`config.mk`:
```
export PLATFORM = sky130hd
export DESIGN_NAME = at_response_line_classifier
export DESIGN_NICKNAME = d
export VERILOG_FILES = /design/src/hw/rtl/at_rlc_pkg.sv /design/src/hw/rtl/at_rlc_parser.sv /design/src/hw/rtl/at_response_line_classifier.sv
export VERILOG_INCLUDE_DIRS = /design/src /design/src/hw/rtl
export SDC_FILE = /design/constraint.sdc
export NUM_CORES = 1
export LEC_CHECK = 0
export ABC_AREA = 0
export BUFFER_PORTS_ARGS = -buffer_cell sky130_fd_sc_hd__buf_2
export CAP_MARGIN = 40
export CORE_UTILIZATION = 30
export CTS_CLUSTER_DIAMETER = 40
export DETAILED_ROUTE_END_ITERATION = 6
export GPL_TIMING_DRIVEN = 0
export HOLD_SLACK_MARGIN = 0.05
export PLACE_DENSITY = 0.54
export SLEW_MARGIN = 10
export SYNTH_ARGS = -nofsm -noshare
export SYNTH_HDL_FRONTEND = slang
export SYNTH_SLANG_ARGS = --single-unit
```
`constraint.sdc`:
```
create_clock -name clk -period 2.8 [get_ports clk]
set_clock_uncertainty 0.1 [all_clocks]
set_input_delay 0 -clock clk [delete_from_list [all_inputs] [get_ports clk]]
set_output_delay 0 -clock clk [all_outputs]
set_load 0.01 [all_outputs]
```
`src/hw/rtl/at_response_line_classifier_defines.svh`:
```
// ----------------------------------------------------------------------------
// AT response line classifier assertion macros
// Shared concurrent assertion forms, clocked on clk, disabled in reset.
// ----------------------------------------------------------------------------
`ifndef AT_RESPONSE_LINE_CLASSIFIER_DEFINES_SVH
`define AT_RESPONSE_LINE_CLASSIFIER_DEFINES_SVH

// same-cycle implication
`define AT_RLC_ASSERT_IMP(lbl, ante, cons, msg) \
	lbl: assert property (@(posedge clk) disable iff (!arst_n) (ante) |-> (cons)) \
		else $error(msg);

// next-cycle implication
`define AT_RLC_ASSERT_NXT(lbl, ante, cons, msg) \
	lbl: assert property (@(posedge clk) disable iff (!arst_n) (ante) |=> (cons)) \
		else $error(msg);

`endif

```
`src/hw/rtl/at_rlc_pkg.sv`:
```
// ----------------------------------------------------------------------------
// AT response line classifier package
// Line class codes, character codes and keyword tables.
// ----------------------------------------------------------------------------
`default_nettype none

package at_rlc_pkg;

	typedef logic [3:0] line_class_t;

	localparam line_class_t CLASS_OK           = 4'd0;
	localparam line_class_t CLASS_ERROR        = 4'd1;
	localparam line_class_t CLASS_READY        = 4'd2;
	localparam line_class_t CLASS_CONNECTED    = 4'd3;
	localparam line_class_t CLASS_DISCONNECTED = 4'd4;
	localparam line_class_t CLASS_ADVERTISING  = 4'd5;
	localparam line_class_t CLASS_OTHER_PLUS   = 4'd6;
	localparam line_class_t CLASS_APP_CMD      = 4'd7;
	localparam line_class_t CLASS_OVERFLOW     = 4'd8;

	localparam logic ACT_BYTE  = 1'b0;
	localparam logic ACT_RESET = 1'b1;

	localparam logic [7:0] CHAR_CR   = 8'd13;
	localparam logic [7:0] CHAR_LF   = 8'd10;
	localparam logic [7:0] CHAR_PLUS = 8'h2B;

	localparam int NUM_KW     = 6;
	localparam int MAX_KW_LEN = 13;

	typedef logic [NUM_KW-1:0] kw_mask_t;

	localparam logic [3:0] KW_LEN [NUM_KW] = '{4'd3, 4'd4, 4'd6, 4'd10, 4'd13, 4'd12};

	// keyword text, left justified, zero padded to MAX_KW_LEN characters
	function automatic logic [7:0] kw_char(input logic [2:0] k, input logic [3:0] pos);
		logic [8*MAX_KW_LEN-1:0] row;
		logic [7:0]              ch;
		case (k)
			3'd0: row = {"+OK", {10{8'h00}}};
			3'd1: row = {"+ERR", {9{8'h00}}};
			3'd2: row = {"+READY", {7{8'h00}}};
			3'd3: row = {"+CONNECTED", {3{8'h00}}};
			3'd4: row = "+DISCONNECTED";
			3'd5: row = {"+ADVERTISING", 8'h00};
			default: row = '0;
		endcase
		if (pos < 4'(MAX_KW_LEN)) begin
			ch = row[8*MAX_KW_LEN-1 - 8*pos -: 8];
		end else begin
			ch = 8'h00;
		end
		return ch;
	endfunction

	typedef struct packed {
		logic        valid;
		line_class_t line_class;
	} rlc_res_t;

endpackage

`default_nettype wire

```
`src/hw/rtl/at_rlc_parser.sv`:
```
// ----------------------------------------------------------------------------
// AT response line parser
// Line length, leading plus flag and keyword match flags; one byte per step.
// ----------------------------------------------------------------------------
`default_nettype none

module at_rlc_parser #(
	parameter int LINE_BUF_SIZE = 128
) (
	input  wire logic               clk,
	input  wire logic               arst_n,
	input  wire logic               step,
	input  wire logic               action,
	input  wire logic [7:0]         byte_value,
	output at_rlc_pkg::rlc_res_t    res
);
	import at_rlc_pkg::*;

	localparam int              LEN_W    = $clog2(LINE_BUF_SIZE);
	localparam logic [LEN_W-1:0] LEN_LAST = LEN_W'(LINE_BUF_SIZE - 1);

	logic [LEN_W-1:0] len_q;
	logic             plus_q;
	kw_mask_t         alive_q;

	logic        is_eol;
	logic        is_full;
	kw_mask_t    kill;
	line_class_t cls;

	assign is_eol  = (byte_value == CHAR_CR) || (byte_value == CHAR_LF);
	assign is_full = (len_q >= LEN_LAST);

	always_comb begin
		for (int k = 0; k < NUM_KW; k++) begin
			kill[k] = (LEN_W'(KW_LEN[k]) > len_q) &&
				(byte_value != kw_char(3'(k), len_q[3:0]));
		end
	end

	// first full keyword match wins
	always_comb begin
		cls = plus_q ? CLASS_OTHER_PLUS : CLASS_APP_CMD;
		for (int k = NUM_KW - 1; k >= 0; k--) begin
			if (alive_q[k] && (len_q >= LEN_W'(KW_LEN[k]))) begin
				cls = line_class_t'(k);
			end
		end
	end

	always_comb begin
		res = '0;
		if (step && (action == ACT_BYTE)) begin
			if (is_eol) begin
				res.valid      = (len_q != '0);
				res.line_class = cls;
			end else if (is_full) begin
				res.valid      = 1'b1;
				res.line_class = CLASS_OVERFLOW;
			end
		end
	end

	always_ff @(posedge clk or negedge arst_n) begin
		if (!arst_n) begin
			len_q   <= '0;
			plus_q  <= 1'b0;
			alive_q <= '1;
		end else if (step) begin
			if ((action == ACT_RESET) || is_eol || is_full) begin
				len_q   <= '0;
				plus_q  <= 1'b0;
				alive_q <= '1;
			end else begin
				if (len_q == '0) begin
					plus_q <= (byte_value == CHAR_PLUS);
				end
				alive_q <= alive_q & ~kill;
				len_q   <= len_q + 1'b1;
			end
		end
	end

endmodule

`default_nettype wire

```
`src/hw/rtl/at_response_line_classifier.sv`:
```
// Path to the output: input register stage, parser, result register.
// Throughput: one input transfer per cycle while the output is taken.
// The single parser pass (length, keyword flags, class select) bounds the clock.
// Reset (arst_n low) empties both registers and clears the line state.
// ----------------------------------------------------------------------------
// AT response line classifier
// Classifies CR/LF terminated UART lines by their AT response prefix.
// ----------------------------------------------------------------------------
`default_nettype none
`include "at_response_line_classifier_defines.svh"

module at_response_line_classifier #(
	parameter int LINE_BUF_SIZE = 128
) (
	input  wire logic                     clk,
	input  wire logic                     arst_n,
	input  wire logic                     in_valid,
	output logic                          in_stall,
	input  wire logic                     action,
	input  wire logic [7:0]               byte_value,
	output logic                          out_valid,
	input  wire logic                     out_stall,
	output at_rlc_pkg::line_class_t       line_class
);
	import at_rlc_pkg::*;

	// input register stage
	logic       valid_s1;
	logic       action_s1;
	logic [7:0] byte_s1;

	// result register
	logic        out_valid_q;
	line_class_t class_q;

	logic     adv;
	logic     step;
	rlc_res_t res;

	// The staged byte may be processed whenever the result register is empty or
	// its contents leave this cycle; otherwise the input side stalls.
	assign adv      = !out_valid_q || !out_stall;
	assign step     = valid_s1 && adv;
	assign in_stall = valid_s1 && !adv;

	always_ff @(posedge clk or negedge arst_n) begin
		if (!arst_n) begin
			valid_s1 <= 1'b0;
		end else if (!in_stall) begin
			valid_s1 <= in_valid;
		end
	end

	// payload needs no reset
	always_ff @(posedge clk) begin
		if (in_valid && !in_stall) begin
			action_s1 <= action;
			byte_s1   <= byte_value;
		end
	end

	at_rlc_parser #(
		.LINE_BUF_SIZE(LINE_BUF_SIZE)
	) u_parser (
		.clk        (clk),
		.arst_n     (arst_n),
		.step       (step),
		.action     (action_s1),
		.byte_value (byte_s1),
		.res        (res)
	);

	// Result register: a taken result frees the slot, a new result fills it in
	// the same cycle, so back-to-back lines stream without a gap.
	always_ff @(posedge clk or negedge arst_n) begin
		if (!arst_n) begin
			out_valid_q <= 1'b0;
		end else begin
			if (out_valid_q && !out_stall) begin
				out_valid_q <= 1'b0;
			end
			if (res.valid) begin
				out_valid_q <= 1'b1;
			end
		end
	end

	always_ff @(posedge clk) begin
		if (res.valid) begin
			class_q <= res.line_class;
		end
	end

	assign out_valid  = out_valid_q;
	assign line_class = class_q;

	// a result is only produced by a byte that advances into a free slot
	`AT_RLC_ASSERT_IMP(a_res_needs_slot, res.valid, step && adv, "result without free slot")
	// a held stage keeps its byte while stalled
	`AT_RLC_ASSERT_NXT(a_stage_holds, valid_s1 && !adv, valid_s1 && $stable(byte_s1) && $stable(action_s1), "stalled stage changed")
	// only defined class codes leave the block
	`AT_RLC_ASSERT_IMP(a_class_range, out_valid_q, class_q <= CLASS_OVERFLOW, "class code out of range")

endmodule

`default_nettype wire
```
==> results.py, run 1 <==
metrics = {
    "place": {
        "place_congestion": 0.9716,
        "dp_hpwl_um": 9906,
        "io_buffers": 18,
        "placed_cells": 630,
    },
    "setup_path": {
        "cp-end-kind": "register",
        "critPathSlowestCell": "dfrtp_1",
        "cpPeakStageDelay_ns": 0.35,
        "startpoint_type": "register",
        "rr_startpoint": "u_parser.len_q[1]",
        "cp-endpoint": "u_parser.alive_q[3]",
        "cp-startpoint": "u_parser.len_q[1]",
        "r2r_slack_ns": 0.06,
        "crit_path_cell_trace": "buf_6 > buf_12 > clkinv_8 > ha_4 > buf_6 > buf_8 > nand2b_4 > buf_6 > o211ai_1 > a2111oi_2 > buf_2 > xor2_1 > nor2_1 > nand4_1 > a21oi_1",
        "cp_max_fo": 7,
        "rr_worst_depth": 15,
        "worst_ep_required_time_ns": 2.91,
        "critical_path.most_common_cell": "buf_6",
        "worst-setup-path-type": "reg -> reg",
        "worstReg2RegEnd": "u_parser.alive_q[3]",
        "crit_arrival_ns": 2.85,
    },
    "drt": {
        "ant_nets": 0,
        "finalWirelength_um": 14740,
        "vias": 4235,
        "wl_per_cell_um": 21.87,
        "drtIter0Drc": 451,
        "drt_first_pass_iters": 6,
        "vias_per_cell": 6.283,
        "drc": 0,
    },
    "cts": {
        "clock-sinks": 29,
        "cts_tree": "built",
        "numCtsBuffers": 5,
        "clockRootBuffer": "clkbuf_16",
        "cts_buffer_depth": 2,
        "clock_latency_ns": 0.28,
        "path_clk_slew_ns": 0.05,
        "cts-htree-levels": 2,
    },
    "timing": {
        "final_max_slew_viol_count": 0,
        "tightest_slew_ns": 0.7347,
        "setup_violations": 0,
        "min_period_ns": 2.743,
        "rsz0062_at_grt": "true",
        "clock.fmax_mhz": 364.6,
        "slew_headroom": 0.5102,
        "fin_tns_setup_ns": 0,
        "fin_crit_sh": 0.9795,
        "final_hold_viol_count": 0,
    },
    "synthesis": {
        "seq_area_frac_synth": 0.2332,
        "synth_top_cell_by_area": "edfxtp_1",
        "yosysMostFrequentCell": "a21oi_1",
        "syn-cell-area_um2": 3423,
        "ys.warnings.count": 0,
        "synth_area_leaders": "edfxtp_1 (11%), a21oi_1 (7.6%), dfrtp_1 (7.3%)",
        "synth_common_cells": "a21oi_1 (52), o21ai_0 (44), nand2_1 (43)",
        "ys.flop_type": "edfxtp_1",
        "async_flop_share": 0.5517,
        "syn_nets": 486,
        "synth_top_area_frac": 0.1140,
        "syn_avg_cell_area_um2": 7.268,
        "ys_seq_elements": 29,
        "synth-edff-count": 13,
        "postSynthCellCount": 471,
        "synth_cell_types": 71,
    },
    "power_and_ir_drop": {
        "ir_drop_mv": 0.2728,
        "seqPwrFrac": 0.178,
        "switching_share": 0.4238,
        "finalPower_mw": 2.866,
        "powerDensity_nw_per_um2": 638.9,
        "clockPowerShare": 0.219,
        "p_sw_mw": 1.215,
        "power_frac_comb": 0.603,
        "internal_power_mw": 1.651,
        "p_leak_nw": 1.710,
    },
    "global_routing": {
        "antenna_found_initial": 0,
        "grt_pass1_wl_um": 22220,
        "overflow": 0,
        "grt_pass1_vias": 3899,
        "grt.total_usage": 0.2519,
        "grt_start_max_net_pins": 17,
    },
    "outcome": {
        "status": "finished, final reports clean",
    },
    "layout": {
        "fillCellCount": 1091,
        "multi_input_area_um2": 2509,
        "fin_nets": 548,
        "regArea_um2": 798.3,
        "fin_util": 0.4084,
        "syn_to_final_growth_pct": 31.03,
        "drive_gt1_frac": 0.2753,
        "n_antenna_cell": 0,
        "instances_no_fill": 674,
    },
    "floorplan": {
        "io_pins": 19,
        "die_area_um2": 11840,
        "start_util": 0.3117,
        "rows": 38,
        "fp.dieW_um": 108.8,
        "core_um2": 10980,
        "fp.dieH_um": 108.8,
    },
    "job": {
        "cap_violations": 0,
    },
    "worst_hold_path": {
        "hp-class": "in -> async",
    },
}
state kept, by name (all words and copies together) (netlist names):
register	count
out_valid	1
byte_s1	8
action_s1	1
u_parser.len_q	7
valid_s1	1
line_class	4
u_parser.alive_q	6
u_parser.plus_q	1
repair_timing:
action,4_1_cts,5_1_grt
setup buffers,7,14
setup endpoints to repair,13,9
gates cloned,1,1
gates resized for setup,51,34
pin swaps,12,9
hold buffers,13,0
hold endpoints to repair,27,0
cell type report:
class | count | share of cell area
plain buffers | 49 | 0.08061
well taps | 140 | 0.03905
flip-flops and latches | 29 | 0.1780
clock buffers | 7 | 0.03180
multi-input cells | 385 | 0.5593
repair buffers | 55 | 0.09344
inverters | 8 | 0.01116
clock inverters | 1 | 0.006695
through the flow:
step	hold slack, ns	setup slack (ns)	cell area [um^2]
5_1_grt	0.1323	-0.04488	4486
4_1_cts	0.08855	0.01862	4217
2_1_floorplan	-0.3956	0.02706	3426
6_report	0.08175	0.05746	4486
3_5_place_dp	-0.1572	-0.5594	3695
3_3_place_gp	-0.1545	-1.018	3691
routing by layer:
layer / vias up / routed length (um) / GRT usage / share of wire
met5: - / 0 / 0 / 0
li1: 1844 / - / - / -
met2: 290 / 6522 / 0.3766 / 0.44
met1: 2032 / 6080 / 0.3353 / 0.41
met4: 0 / 832 / 0.1525 / 0.056
met3: 69 / 1303 / 0.04603 / 0.088
kinds of logic (layout without fill, tap and decap cells):
| group | count (synthesis) | in the layout | synth area share |
|---|---|---|---|
| simple gates | 172 | 172 | 0.2533 |
| mux | 4 | 4 | 0.01243 |
| fa+ha+maj | 3 | 3 | 0.01023 |
| buf+inv | 57 | 120 | 0.09137 |
| compound gates | 176 | 176 | 0.3227 |
| xor+xnor | 30 | 30 | 0.07675 |
| flops | 29 | 29 | 0.2332 |
cells in the final DEF, fill, tap and decap left out, drive strengths merged, types with 6 or more instances in the layout:
master / n
xnor2: 23
clkbuf: 21
a21oi: 53
nand2b: 13
edfxtp: 13
o21ai: 50
nand4: 6
nor2b: 11
o211ai: 11
buf: 77
inv: 6
nand2: 44
a211oi: 6
dfrtp: 10
dfstp: 6
a31oi: 6
nor3: 19
nor2: 38
nand3: 11
o22ai: 8
dlygate4sd3: 13
o31ai: 7
xor2: 7
power by group through the flow:
stage          clock network (mW)  registers, mW  logic [mW]
2_1_floorplan                   0          0.509       0.955
3_3_place_gp                    0          0.517        1.33
3_5_place_dp                    0          0.518        1.31
4_1_cts                     0.632          0.510        1.49
5_1_grt                     0.656          0.513        1.82
6_report                    0.627          0.511        1.73
worst max-delay path, delay by kind of cell, from the launching register on:
kind | cells | cell delay (ns)
adder cells (fa/ha/maj) | 1 | 0.27
AO/OA/AOI/OAI | 3 | 0.58
AND/OR/NAND/NOR | 3 | 0.43
XOR/XNOR | 1 | 0.07
flip-flops | 1 | 0.35
buffers and inverters | 7 | 0.85
how the worst min path moves through the flow:
stage,startpoint,end
floorplan,arst_n,out_valid
finish,arst_n,u_parser.len_q[5]
global placement,arst_n,u_parser.len_q[4]
CTS,arst_n,u_parser.len_q[0]
detailed placement,arst_n,u_parser.len_q[0]
global route,arst_n,out_valid
Note: power is estimated with default switching activity, not from simulation.
==> run 2, diff against run 1 <==
Settings changed: HOLD_SLACK_MARGIN 0.05 to 0.06, RECOVER_POWER set to 25.
==> run 2 against run 1 <==
  * Worst setup slack lost 0.0054 ns
  * Sequential share of layout area is essentially flat
  * Utilization is essentially flat
  * Critical path depth is the same
  * Flip-flop and latch count is the same
  * Die area is the same
  * Design area is essentially flat
  * Clock power is essentially flat
  * Register-to-register slack is essentially flat
  * Critical path type unchanged
==> results.py, run 2 (synthesized netlist as in run 1, its figures left out) <==
metrics = {
    "drt": {
        "vias_per_cell": 6.273,
        "vias": 4228,
        "wl_per_cell_um": 21.82,
        "drt_first_pass_iters": 5,
        "finalWirelength_um": 14710,
        "ant_nets": 0,
        "drtIter0Drc": 451,
        "drc": 0,
    },
    "setup_path": {
        "worst_ep_required_time_ns": 2.91,
        "cp_max_fo": 7,
        "cp-end-kind": "register",
        "worst-setup-path-type": "reg -> reg",
        "startpoint_type": "register",
        "crit_arrival_ns": 2.86,
    },
    "power_and_ir_drop": {
        "powerDensity_nw_per_um2": 638.7,
        "p_leak_nw": 1.707,
        "ir_drop_mv": 0.2728,
    },
    "layout": {
        "fin_util": 0.4083,
        "instances_no_fill": 674,
        "final_common_cell": "a21oi_1",
        "largest_register_ffs": 8,
        "syn_to_final_growth_pct": 30.99,
        "largest_register": "byte_s1",
        "fillCellCount": 1092,
        "reg_top3": "byte_s1 (8), u_parser.len_q (7), u_parser.alive_q (6)",
        "drive_gt1_frac": 0.2734,
        "fin_nets": 548,
        "final_area_um2": 4484,
        "n_antenna_cell": 0,
        "mostFrequentLayoutCells": "a21oi_1 (49), nand2_1 (41), o21ai_0 (40)",
    },
    "timing": {
        "rsz0062_at_grt": "true",
        "clock.fmax_mhz": 363.9,
        "fin_crit_sh": 0.9814,
        "slew_headroom": 0.3678,
        "final_max_slew_viol_count": 0,
        "final_hold_viol_count": 0,
        "setup_violations": 0,
        "tightest_slew_ns": 0.9482,
        "holdWs_ns": 0.2883,
        "min_period_ns": 2.748,
    },
    "floorplan": {
        "fp.dieW_um": 108.8,
        "io_pins": 19,
        "core_um2": 10980,
        "rows": 38,
        "die_area_um2": 11840,
        "start_util": 0.3117,
        "fp.dieH_um": 108.8,
    },
    "place": {
        "placed_cells": 630,
        "dp_hpwl_um": 9906,
        "place_congestion": 0.9716,
        "io_buffers": 18,
        "place_area_um2": 3695,
    },
    "global_routing": {
        "grt_start_max_net_pins": 17,
        "overflow": 0,
        "grt_pass1_vias": 3899,
        "use_met2": 0.3766,
        "use_met1": 0.3353,
        "use_met3": 0.04603,
        "busiest_layer": "met2",
        "grt_pass1_wl_um": 22220,
        "antenna_found_initial": 0,
        "grt.total_usage": 0.2519,
    },
    "worst_hold_path": {
        "hp-class": "in -> async",
    },
    "cts": {
        "cts_buffer_depth": 2,
        "clock-sinks": 29,
        "cts_tree": "built",
        "numCtsBuffers": 5,
        "clockRootBuffer": "clkbuf_16",
        "clock_latency_ns": 0.28,
        "path_clk_slew_ns": 0.05,
        "cts-htree-levels": 2,
    },
    "job": {
        "cap_violations": 0,
    },
    "outcome": {
        "status": "finished, final reports clean",
    },
}
run 2: cell count changes in the layout (fill, tap and decap cells not counted):
cell / delta
buf_2: -1
clkbuf_1: +1
run 2: routing by layer:
layer / wire [um] / share of wire
met3: 1342 / 0.091
met2: 6487 / 0.44
met4: 842 / 0.057
met5: 0 / 0
met1: 6036 / 0.41
run 2: path summary, 6_finish.rpt:
path	start	end	slack (ns)	depth (start not counted)
max in group asynchronous	arst_n	u_parser.len_q[1]	1.73	2
worst min register to register	u_parser.alive_q[3]	u_parser.alive_q[3]	0.44	2
min in group clk	byte_value[5]	byte_s1[5]	0.33	2
worst min-delay path	arst_n	u_parser.len_q[5]	0.29	2
worst max-delay path	u_parser.len_q[1]	u_parser.alive_q[3]	0.05	15
worst max register to register	u_parser.len_q[1]	u_parser.alive_q[3]	0.05	15
run 2: timing repair:
action	4_1_cts	5_1_grt
setup buffers	7	14
pin swaps	12	9
resized for setup	51	34
endpoints found under the hold margin	27	0
hold buffers	13	0
cloned	1	1
setup endpoints to repair	13	9
run 2: critical path, stage by stage, from the launching register on:
cell       delay (ns)
dfrtp_1          0.35
buf_6            0.12
buf_12           0.12
clkinv_8         0.05
ha_4             0.27
buf_6            0.12
buf_8            0.12
nand2b_4         0.12
buf_6            0.12
o211ai_1         0.10
a2111oi_2        0.30
buf_2            0.20
xor2_1           0.07
nor2_1           0.14
nand4_1          0.18
a21oi_1          0.19
run 2: final cells by class:
cell class                 instances  area (um^2)  share of cell area
timing repair buffer              55        417.9             0.09319
clock inverter                     1        30.03            0.006696
multi-input combinational        385         2509              0.5594
buffer                            49        361.6             0.08064
tap                              140        175.2             0.03906
inverter                           8        50.05             0.01116
clock buffer                       7        142.6             0.03181
sequential                        29        798.3              0.1780
run 2: report_power, final:
group / switching, mW / leakage, nW / internal [mW] / total (mW)
Clock: 0.184 / 0.0841 / 0.443 / 0.627
Sequential: 0.0254 / 0.333 / 0.485 / 0.511
Combinational: 1.00 / 1.29 / 0.722 / 1.73
run 2: metrics by stage:
| stage | power [mW] | TNS [ns] | setup WS [ns] |
|---|---|---|---|
| 2_1_floorplan | 1.465 | 0 | 0.02706 |
| 5_1_grt | 2.988 | -0.06581 | -0.04488 |
| 4_1_cts | 2.635 | 0 | 0.01862 |
| 3_3_place_gp | 1.849 | -6.498 | -1.018 |
| 6_report | 2.864 | 0 | 0.05202 |
| 3_5_place_dp | 1.830 | -5.263 | -0.5594 |
==> run 3, diff against run 2 <==
Settings changed: PLACE_DENSITY 0.54 to 0.46.
==> run 3 against run 2 <==
  * The flow now finishes with violations (negative setup slack)
  * Utilization about the same
  * Highest routed layer unchanged
  * First-iteration DRC count increased by 21%
  * Register-to-register slack got worse by 0.05 ns
  * Largest cell class unchanged
  * Cell count decreased by 0.15%
  * Wire length decreased by 0.31%
  * Hold slack improved by 0.012 ns
  * Critical path depth decreased by 3
  * Design area about the same
  * Fmax decreased by 1.9%
==> results.py, run 3 (synthesized netlist as in run 1, its figures left out) <==
metrics = {
    "outcome": {
        "status": "complete, but fails checks",
        "violations": "negative setup slack",
    },
    "layout": {
        "n_antenna_cell": 0,
        "largest_register_ffs": 8,
        "final_common_cell": "a21oi_1",
        "largest_register": "byte_s1",
        "drive_gt1_frac": 0.2608,
        "final_area_um2": 4481,
        "syn_to_final_growth_pct": 30.88,
        "fin_util": 0.4080,
        "instances_no_fill": 673,
        "mostFrequentLayoutCells": "a21oi_1 (48), o21ai_0 (42), nand2_1 (41)",
        "fin_nets": 547,
        "fillCellCount": 1160,
        "reg_top3": "byte_s1 (8), u_parser.len_q (7), u_parser.alive_q (6)",
    },
    "global_routing": {
        "busiest_layer": "met2",
        "antenna_found_initial": 0,
        "grt_pass1_vias": 3722,
        "grt_pass1_wl_um": 21890,
        "use_met3": 0.04483,
        "grt_start_max_net_pins": 17,
        "grt.total_usage": 0.2504,
        "use_met2": 0.3838,
        "use_met1": 0.3410,
        "overflow": 0,
    },
    "power_and_ir_drop": {
        "powerDensity_nw_per_um2": 639.2,
        "ir_drop_mv": 0.2847,
        "finalPower_mw": 2.864,
        "p_leak_nw": 1.697,
    },
    "setup_path": {
        "rr_worst_depth": 12,
        "worst_ep_required_time_ns": 2.87,
        "critPathSlowestCell": "or4_1",
        "cp-end-kind": "register",
        "crit_path_cell_trace": "buf_12 > clkinv_8 > ha_4 > buf_6 > buf_6 > or2_4 > nand2_4 > xnor2_4 > a21oi_2 > xor2_1 > or4_1 > o311ai_1",
        "cp-startpoint": "u_parser.len_q[0]",
        "cpPeakStageDelay_ns": 0.53,
        "cp_max_fo": 5,
        "worst-setup-path-type": "reg -> reg",
        "startpoint_type": "register",
        "rr_startpoint": "u_parser.len_q[0]",
        "critical_path.most_common_cell": "buf_6",
        "crit_arrival_ns": 2.88,
    },
    "timing": {
        "setup_violations": 1,
        "rsz0062_at_grt": "true",
        "tightest_slew_ns": 0.9652,
        "clock.fmax_mhz": 356.8,
        "holdWs_ns": 0.3002,
        "min_period_ns": 2.802,
        "fin_tns_setup_ns": -0.002397,
        "fin_crit_sh": 1.001,
        "final_max_slew_viol_count": 0,
        "final_hold_viol_count": 0,
        "worst_slack_ns": -0.002397,
        "slew_headroom": 0.3565,
    },
    "drt": {
        "vias": 4059,
        "drc": 0,
        "wl_per_cell_um": 21.79,
        "vias_per_cell": 6.031,
        "ant_nets": 0,
        "finalWirelength_um": 14660,
        "drt_first_pass_iters": 5,
        "drtIter0Drc": 545,
    },
    "worst_hold_path": {
        "hp-class": "in -> async",
    },
    "cts": {
        "path_clk_slew_ns": 0.05,
        "cts_tree": "built",
        "cts-htree-levels": 2,
        "cts_buffer_depth": 2,
        "clock-sinks": 29,
        "clock_latency_ns": 0.27,
        "numCtsBuffers": 5,
        "clockRootBuffer": "clkbuf_16",
    },
    "place": {
        "dp_hpwl_um": 10330,
        "io_buffers": 18,
        "place_area_um2": 3691,
        "place_congestion": 0.9448,
        "placed_cells": 629,
        "preCtsSetupSlack_ns": -0.6301,
    },
    "floorplan": {
        "fp.dieW_um": 108.8,
        "start_util": 0.3117,
        "die_area_um2": 11840,
        "core_um2": 10980,
        "io_pins": 19,
        "rows": 38,
        "fp.dieH_um": 108.8,
    },
    "job": {
        "cap_violations": 0,
    },
}
[run 3: timing repair]
item	in CTS	in global routing
pin swaps	14	19
hold endpoints to repair	27	0
hold buffers	13	0
setup buffers	6	17
setup endpoints to repair	13	7
cloned	1	1
resized for setup	54	37
[run 3: power by group]
part	internal (mW)	switching, mW
logic	0.752	1.00
registers	0.486	0.0278
clock network	0.416	0.179
total	1.65	1.21
[run 3: final cells by class]
cell class | instances | area [um^2] | share of cell area
clock buffer | 6 | 128.9 | 0.02876
inverter | 8 | 55.05 | 0.01229
sequential | 29 | 799.5 | 0.1784
timing repair buffer | 56 | 431.7 | 0.09634
tap | 140 | 175.2 | 0.03910
clock inverter | 2 | 33.78 | 0.007540
buffer | 47 | 355.3 | 0.07931
multi-input combinational | 385 | 2501 | 0.5582
[run 3: critical path, delay by kind of cell (launching register included)]
kind                       cells  cell delay, ns
adders and majority gates      1            0.20
buffers and inverters          4            0.44
xor gates and xnor gates       2            0.27
and+or+nand+nor                3            0.91
DFF                            1            0.43
AOI/OAI and AO/OA              2            0.34
[run 3: metal layers]
| metal | part of all wire | up-vias |
|---|---|---|
| li1 | - | 1843 |
| met3 | 0.085 | 54 |
| met1 | 0.42 | 1925 |
| met2 | 0.44 | 237 |
| met5 | 0 | - |
| met4 | 0.048 | 0 |
[run 3: path summary, 6_finish.rpt]
| kind | to | slack (ns) |
|---|---|---|
| worst max-delay path | u_parser.alive_q[4] | -0.002 |
| min in group clk | byte_s1[4] | 0.33 |
| worst min-delay path | out_valid | 0.30 |
| worst min register to register | u_parser.alive_q[5] | 0.43 |
| max in group asynchronous | u_parser.len_q[0] | 1.65 |
| worst max register to register | u_parser.alive_q[4] | -0.002 |
